### src/hdl/imupd_pkg.sv
package imupd_pkg;

  localparam int BYTE_W     = 8;
  localparam int AXIS_W     = 19;
  localparam int POS_W      = 5;
  localparam int STORE_N    = 19;
  localparam int OUTQ_DEPTH = 4;
  localparam int OUTQ_AW    = 2;
  localparam int OUTQ_CW    = 3;

  // header flag bits
  localparam int HDR_EMPTY_BIT = 7;
  localparam int HDR_ACCEL_BIT = 6;
  localparam int HDR_GYRO_BIT  = 5;
  localparam int HDR_HIRES_BIT = 4;

  // packet lengths in bytes, header included
  localparam logic [POS_W:0] LEN_HIRES = 6'd20;
  localparam logic [POS_W:0] LEN_BOTH  = 6'd16;
  localparam logic [POS_W:0] LEN_ONE   = 6'd8;

  localparam logic KIND_ACCEL = 1'b0;
  localparam logic KIND_GYRO  = 1'b1;

  typedef logic [BYTE_W-1:0] byte_t;
  typedef byte_t pkt_store_t [STORE_N];
  typedef logic signed [AXIS_W-1:0] axis_t;

  typedef struct packed {
    logic  kind;
    axis_t x;
    axis_t y;
    axis_t z;
    logic  ext;
    logic  last;
  } sample_t;

  // Assemble one axis: little-endian 16-bit value, optionally widened with
  // extension bits (2 low bits for the accelerometer, 3 for the gyro).
  function automatic axis_t axis_value(byte_t lo, byte_t hi, byte_t ext_b,
                                       logic hires, logic gyro);
    logic [15:0] raw;
    axis_t       v;
    raw = {hi, lo};
    if (!hires) begin
      v = {{(AXIS_W-16){raw[15]}}, raw};
    end else if (gyro) begin
      v = {raw, ext_b[3:1]};
    end else begin
      v = {raw[15], raw, ext_b[7:6]};
    end
    return v;
  endfunction

endpackage

### src/hdl/imupd_unpack.sv
module imupd_unpack
  import imupd_pkg::*;
(
  input  byte_t      header,
  input  pkt_store_t pkt,
  output sample_t    res [2],
  output logic [1:0] res_n
);

  logic    has_a;
  logic    has_g;
  logic    hires;
  sample_t accel;
  sample_t gyro;

  always_comb begin
    has_a = header[HDR_ACCEL_BIT];
    has_g = header[HDR_GYRO_BIT];
    hires = header[HDR_HIRES_BIT];

    accel.kind = KIND_ACCEL;
    accel.x    = axis_value(pkt[0], pkt[1], pkt[16], hires, 1'b0);
    accel.y    = axis_value(pkt[2], pkt[3], pkt[17], hires, 1'b0);
    accel.z    = axis_value(pkt[4], pkt[5], pkt[18], hires, 1'b0);
    accel.ext  = hires;
    accel.last = !has_g;

    // gyro follows the accelerometer block when both are present
    gyro.kind = KIND_GYRO;
    if (has_a) begin
      gyro.x = axis_value(pkt[6],  pkt[7],  pkt[16], hires, 1'b1);
      gyro.y = axis_value(pkt[8],  pkt[9],  pkt[17], hires, 1'b1);
      gyro.z = axis_value(pkt[10], pkt[11], pkt[18], hires, 1'b1);
    end else begin
      gyro.x = axis_value(pkt[0], pkt[1], pkt[16], hires, 1'b1);
      gyro.y = axis_value(pkt[2], pkt[3], pkt[17], hires, 1'b1);
      gyro.z = axis_value(pkt[4], pkt[5], pkt[18], hires, 1'b1);
    end
    gyro.ext  = hires;
    gyro.last = 1'b1;

    res[0] = has_a ? accel : gyro;
    res[1] = gyro;
    res_n  = {1'b0, has_a} + {1'b0, has_g};
  end

endmodule

### src/hdl/imu_fifo_packet_decoder.sv
// Sensor FIFO packet decoder.
// Input channel (in_*): one FIFO byte per transfer in in_tdata[7:0]; in_tlast
// marks the last byte of a readout and sends the parser back to expecting a
// header (a packet cut short there is dropped without results).
// Output channel (out_*): one sample per transfer; accelerometer before gyro,
// out_tlast on the final sample of a packet, out_tuser[0] gives the kind.
// A completed packet yields zero, one or two samples.
// Throughput: one byte per cycle while in_tready is high. The samples of a
// packet enter the result queue as its final byte is transferred.
// Samples wait in a four-entry result queue; the input takes a byte whenever
// the queue has room for two samples, so a stalled receiver holds in_tready
// low only once more than two samples are waiting.
// Reset (rst_n low, synchronous) clears the parser position, header and the
// result queue; the parser then expects a header byte.
module imu_fifo_packet_decoder
  import imupd_pkg::*;
(
  input  logic        clk,
  input  logic        rst_n,
  input  logic        in_tvalid,
  output logic        in_tready,
  input  logic [7:0]  in_tdata,   // [7:0] data_byte
  input  logic        in_tlast,   // end_of_buffer
  output logic        out_tvalid,
  input  logic        out_tready,
  output logic [63:0] out_tdata,  // [18:0] axis_x, [37:19] axis_y, [56:38] axis_z, rest 0
  output logic [1:0]  out_tuser,  // [0] sample_kind, [1] extended
  output logic        out_tlast   // last_in_packet
);

  // parser state
  logic [POS_W-1:0]   pos_r, pos_nxt;
  byte_t              hdr_r, hdr_nxt;
  pkt_store_t         pkt_r;
  pkt_store_t         pkt_view;

  // result queue
  sample_t            q_r [OUTQ_DEPTH];
  logic [OUTQ_AW-1:0] wr_ptr_r, wr_ptr_nxt;
  logic [OUTQ_AW-1:0] rd_ptr_r, rd_ptr_nxt;
  logic [OUTQ_CW-1:0] cnt_r, cnt_nxt;

  logic               in_xfer;
  logic               out_xfer;
  logic               store_byte;
  logic [POS_W:0]     pkt_len;
  logic               pkt_done;
  sample_t            res [2];
  logic [1:0]         res_n;
  logic [1:0]         push_n;
  sample_t            head;

  assign in_tready = (cnt_r <= OUTQ_CW'(OUTQ_DEPTH - 2));
  assign in_xfer   = in_tvalid && in_tready;
  assign out_xfer  = out_tvalid && out_tready;

  assign store_byte = in_xfer && (pos_r != '0);

  always_comb begin
    if (hdr_r[HDR_HIRES_BIT]) begin
      pkt_len = LEN_HIRES;
    end else if (hdr_r[HDR_ACCEL_BIT] && hdr_r[HDR_GYRO_BIT]) begin
      pkt_len = LEN_BOTH;
    end else begin
      pkt_len = LEN_ONE;
    end
  end

  assign pkt_done = store_byte && (({1'b0, pos_r} + 6'd1) >= pkt_len);

  // route the byte being written straight into the decode view
  always_comb begin
    for (int i = 0; i < STORE_N; i++) begin
      if (store_byte && (pos_r == POS_W'(i + 1))) begin
        pkt_view[i] = in_tdata;
      end else begin
        pkt_view[i] = pkt_r[i];
      end
    end
  end

  imupd_unpack u_unpack (
    .header (hdr_r),
    .pkt    (pkt_view),
    .res    (res),
    .res_n  (res_n)
  );

  // next parser position: skip empty headers, advance inside a packet,
  // drop back to header hunt on completion or end of readout
  always_comb begin
    pos_nxt = pos_r;
    hdr_nxt = hdr_r;
    if (in_xfer) begin
      if (pos_r == '0) begin
        if (!in_tdata[HDR_EMPTY_BIT]) begin
          hdr_nxt = in_tdata;
          pos_nxt = POS_W'(1);
        end
      end else if (pkt_done) begin
        pos_nxt = '0;
      end else begin
        pos_nxt = pos_r + POS_W'(1);
      end
      if (in_tlast) begin
        pos_nxt = '0;
      end
    end
  end

  assign push_n     = pkt_done ? res_n : 2'd0;
  assign wr_ptr_nxt = wr_ptr_r + OUTQ_AW'(push_n);
  assign rd_ptr_nxt = rd_ptr_r + OUTQ_AW'(out_xfer);
  assign cnt_nxt    = cnt_r + OUTQ_CW'(push_n) - OUTQ_CW'(out_xfer);

  always_ff @(posedge clk) begin
    if (!rst_n) begin
      pos_r    <= '0;
      hdr_r    <= '0;
      wr_ptr_r <= '0;
      rd_ptr_r <= '0;
      cnt_r    <= '0;
    end else begin
      pos_r    <= pos_nxt;
      hdr_r    <= hdr_nxt;
      wr_ptr_r <= wr_ptr_nxt;
      rd_ptr_r <= rd_ptr_nxt;
      cnt_r    <= cnt_nxt;
    end
  end

  // packet byte store and queue payload: no reset needed
  always_ff @(posedge clk) begin
    pkt_r <= pkt_view;
    if (push_n != 2'd0) begin
      q_r[wr_ptr_r] <= res[0];
    end
    if (push_n == 2'd2) begin
      q_r[wr_ptr_r + OUTQ_AW'(1)] <= res[1];
    end
  end

  assign head       = q_r[rd_ptr_r];
  assign out_tvalid = (cnt_r != '0);
  assign out_tdata  = {7'd0, head.z, head.y, head.x};
  assign out_tuser  = {head.ext, head.kind};
  assign out_tlast  = head.last;

endmodule

### config.mk
export PLATFORM = sky130hd
export DESIGN_NAME = imu_fifo_packet_decoder
export DESIGN_NICKNAME = d
export VERILOG_FILES = /design/src/hdl/imupd_pkg.sv /design/src/hdl/imupd_unpack.sv /design/src/hdl/imu_fifo_packet_decoder.sv
export SDC_FILE = /design/constraint.sdc
export NUM_CORES = 1
export LEC_CHECK = 0
export BUFFER_PORTS_ARGS = -buffer_cell sky130_fd_sc_hd__buf_4
export CORE_UTILIZATION = 47
export CTS_BUF_LIST = sky130_fd_sc_hd__clkbuf_8
export CTS_CLUSTER_DIAMETER = 150
export DETAILED_ROUTE_END_ITERATION = 8
export GPL_ROUTABILITY_DRIVEN = 1
export HOLD_SLACK_MARGIN = 0.1
export PLACE_DENSITY = 0.72
export SLEW_MARGIN = 20
export SYNTH_ARGS = -nofsm -noshare
export SYNTH_HDL_FRONTEND = slang
export SYNTH_HIERARCHICAL = 1
export SYNTH_SLANG_ARGS = --single-unit
### constraint.sdc
create_clock -name clk -period 18.9 [get_ports clk]
set_clock_uncertainty 0.1 [all_clocks]
set_input_delay 0.945 -clock clk [delete_from_list [all_inputs] [get_ports clk]]
set_output_delay 0.945 -clock clk [all_outputs]
set_load 0.005 [all_outputs]
==> metrics.cfg <==
[route]
drt_pass1_iterations=5
ant_nets=0
via_per_inst=5.740
wl_um=43070
wl_per_cell_um=22.93
drc=0
drt_iter0_markers=762
vias=10779

[critical_path]
cp_max_fo=52
crit_family=flip-flops
reg2reg_depth=9
end_kind=flip-flop
crit_arrival_ns=4.61
crit_type=flip-flop to flip-flop
worstPathCellList=a21oi_1, inv_1, ha_1, o21ai_0, a31oi_1, o21bai_4, nand2b_2, buf_4, mux2_2
endpoint=q_r[2][32]$_DFFE_PP_
slowest_delay_ns=0.92
crit_slowest_cell=dfxtp_4
worstReg2RegStart=hdr_r[6]$_SDFFE_PN0P_
critical_path_buf_inv_count=2
crit_cells=9
critPathLaunch=hdr_r[6]$_SDFFE_PN0P_
r2r_setup_slack_ns=14.58
cp.required_ns=19.19
critPathLaunchType=flip-flop
r2r-end=q_r[2][32]$_DFFE_PP_

[sta]
timing.fmax_mhz=231.4
period_share=0.2287
tightest_slew_ns=1.071
maxSlewViolCount=0
final.setup.tns_ns=0
slew_headroom=0.2783
setup-violations-final=0
rsz0062_at_grt=no
finalCriticalPeriod_ns=4.322
hold_viol=0

[clocking]
post_cts_buffers=0
htree_levels=2
cts_tree=done
cts_resized=0
cts.sinks=366
ctsHoldBuffers=0
clk_latency_ns=0.65
root_buffer=clkbuf_8
clock_path_buffers=3
clk_pin_slew_worst_paths_ns=0.06
cts_buffers=60

[synthesis]
yosysWarnings=6
syn_inst=1262
synth_area_per_cell_um2=14.93
syn_area_mm2=0.01884

[grt]
grt_use_total=0.2153
grt_overflow=0
grt_max_degree=92
antenna_found_initial=0
grt_pass1_wl_um=67100
grt_pass1_vias=11224

[floorplanning]
rows=72
fp.coreArea_mm2=0.03910
ios=82
fp.dieH_um=202.2
die_area_mm2=0.04089
dieWidth_um=202.2
start_util=0.4819

[placed_design]
place_hpwl_um=26330
routabilityCongestion=0.8411
port_buffers=74
placed_cell_area_mm2=0.01952

[finish]
n_antenna_cell=0
final_net_count=1339
fill_cells=3263
final_area_mm2=0.02072
layout_commonest_cell=mux2_2
syn2layout_area_growth_pct=9.981
drive_gt1_frac=0.4199
mostFrequentLayoutCells=277 x mux2_2, 240 x edfxtp_1, 122 x dfxtp_1

[power]
power_density_mw_per_mm2=93.83
irDropWorstVdd_uv=52.89
leakagePower_uw=0.007596
clockPowerShare=0.352
pwr-share-comb=0.183
p_sw_frac=0.2628
p_int_uw=1433
seqPwrFrac=0.465
p_sw_uw=511.0

[run]
drv_cap=0

[status]
outcome=completed

[worst_hold_path]
hp-class=flip-flop to flip-flop

sequential cells by signal, indices dropped and copies added, names as in the netlist:
name      cells
pos_r         5
q_r         240
rd_ptr_r      2
wr_ptr_r      2
pkt_r       111
cnt_r         3
hdr_r         3
power groups by stage:
stage          logic [uW]  registers (uW)  clock network [uW]
2_1_floorplan         269             893                   0
6_report              357             903                 684
3_3_place_gp          356             920                   0
3_5_place_dp          363             921                   0
5_1_grt               390             907                 737
4_1_cts               365             904                 703
worst min path at each step:
stage / start / endpoint / slack (ns) / cells past startpoint
after floorplan: pkt_r[15]$_DFF_P_ / pkt_r[15]$_DFF_P_ / 0.33 / 2
after global placement: pkt_r[127]$_DFF_P_ / pkt_r[127]$_DFF_P_ / 0.34 / 2
after detailed placement: pkt_r[7]$_DFF_P_ / pkt_r[7]$_DFF_P_ / 0.35 / 2
after CTS: pkt_r[7]$_DFF_P_ / pkt_r[7]$_DFF_P_ / 0.37 / 2
after global routing: pkt_r[14]$_DFF_P_ / pkt_r[14]$_DFF_P_ / 0.40 / 1
final: pkt_r[7]$_DFF_P_ / pkt_r[7]$_DFF_P_ / 0.36 / 2
through the flow:
stage	worst slack [ns]	utilization	power [uW]	hold slack (ns)	std cells
2_1_floorplan	11.82	-	1162	0.3328	1269
3_3_place_gp	14.58	0.4993	1277	0.3446	1765
3_5_place_dp	14.55	0.4993	1284	0.3522	1765
4_1_cts	14.55	0.5300	1972	0.3672	1878
5_1_grt	14.33	0.5300	2034	0.3988	1878
6_report	14.58	0.5300	1944	0.3649	1878
worst min-delay path, stage by stage, from the launching register on:
cell	delay, ns
dfxtp_1	0.31
nand2_1	0.04
o21ai_0	0.08
area by class of cell:
class,instances,area (um^2),area share
clock buffers,73,1005,0.04849
repair buffers,91,683.2,0.03297
flip-flops and latches,366,9742,0.4701
well taps,518,648.1,0.03128
inverters,13,48.80,0.002355
multi-input cells,777,8401,0.4054
clock inverters,40,193.9,0.009359
per-layer routing:
layer / share of wire / routed length, um / GRT usage / up-vias
li1: - / - / - / 4952
met1: 0.45 / 19440 / 0.2950 / 5534
met2: 0.49 / 20990 / 0.3552 / 239
met3: 0.045 / 1928 / 0.03579 / 54
met4: 0.017 / 714 / 0.05693 / 0
met5: 0 / 0 / 0 / -
No activity file was read; power rests on OpenSTA's default activity.
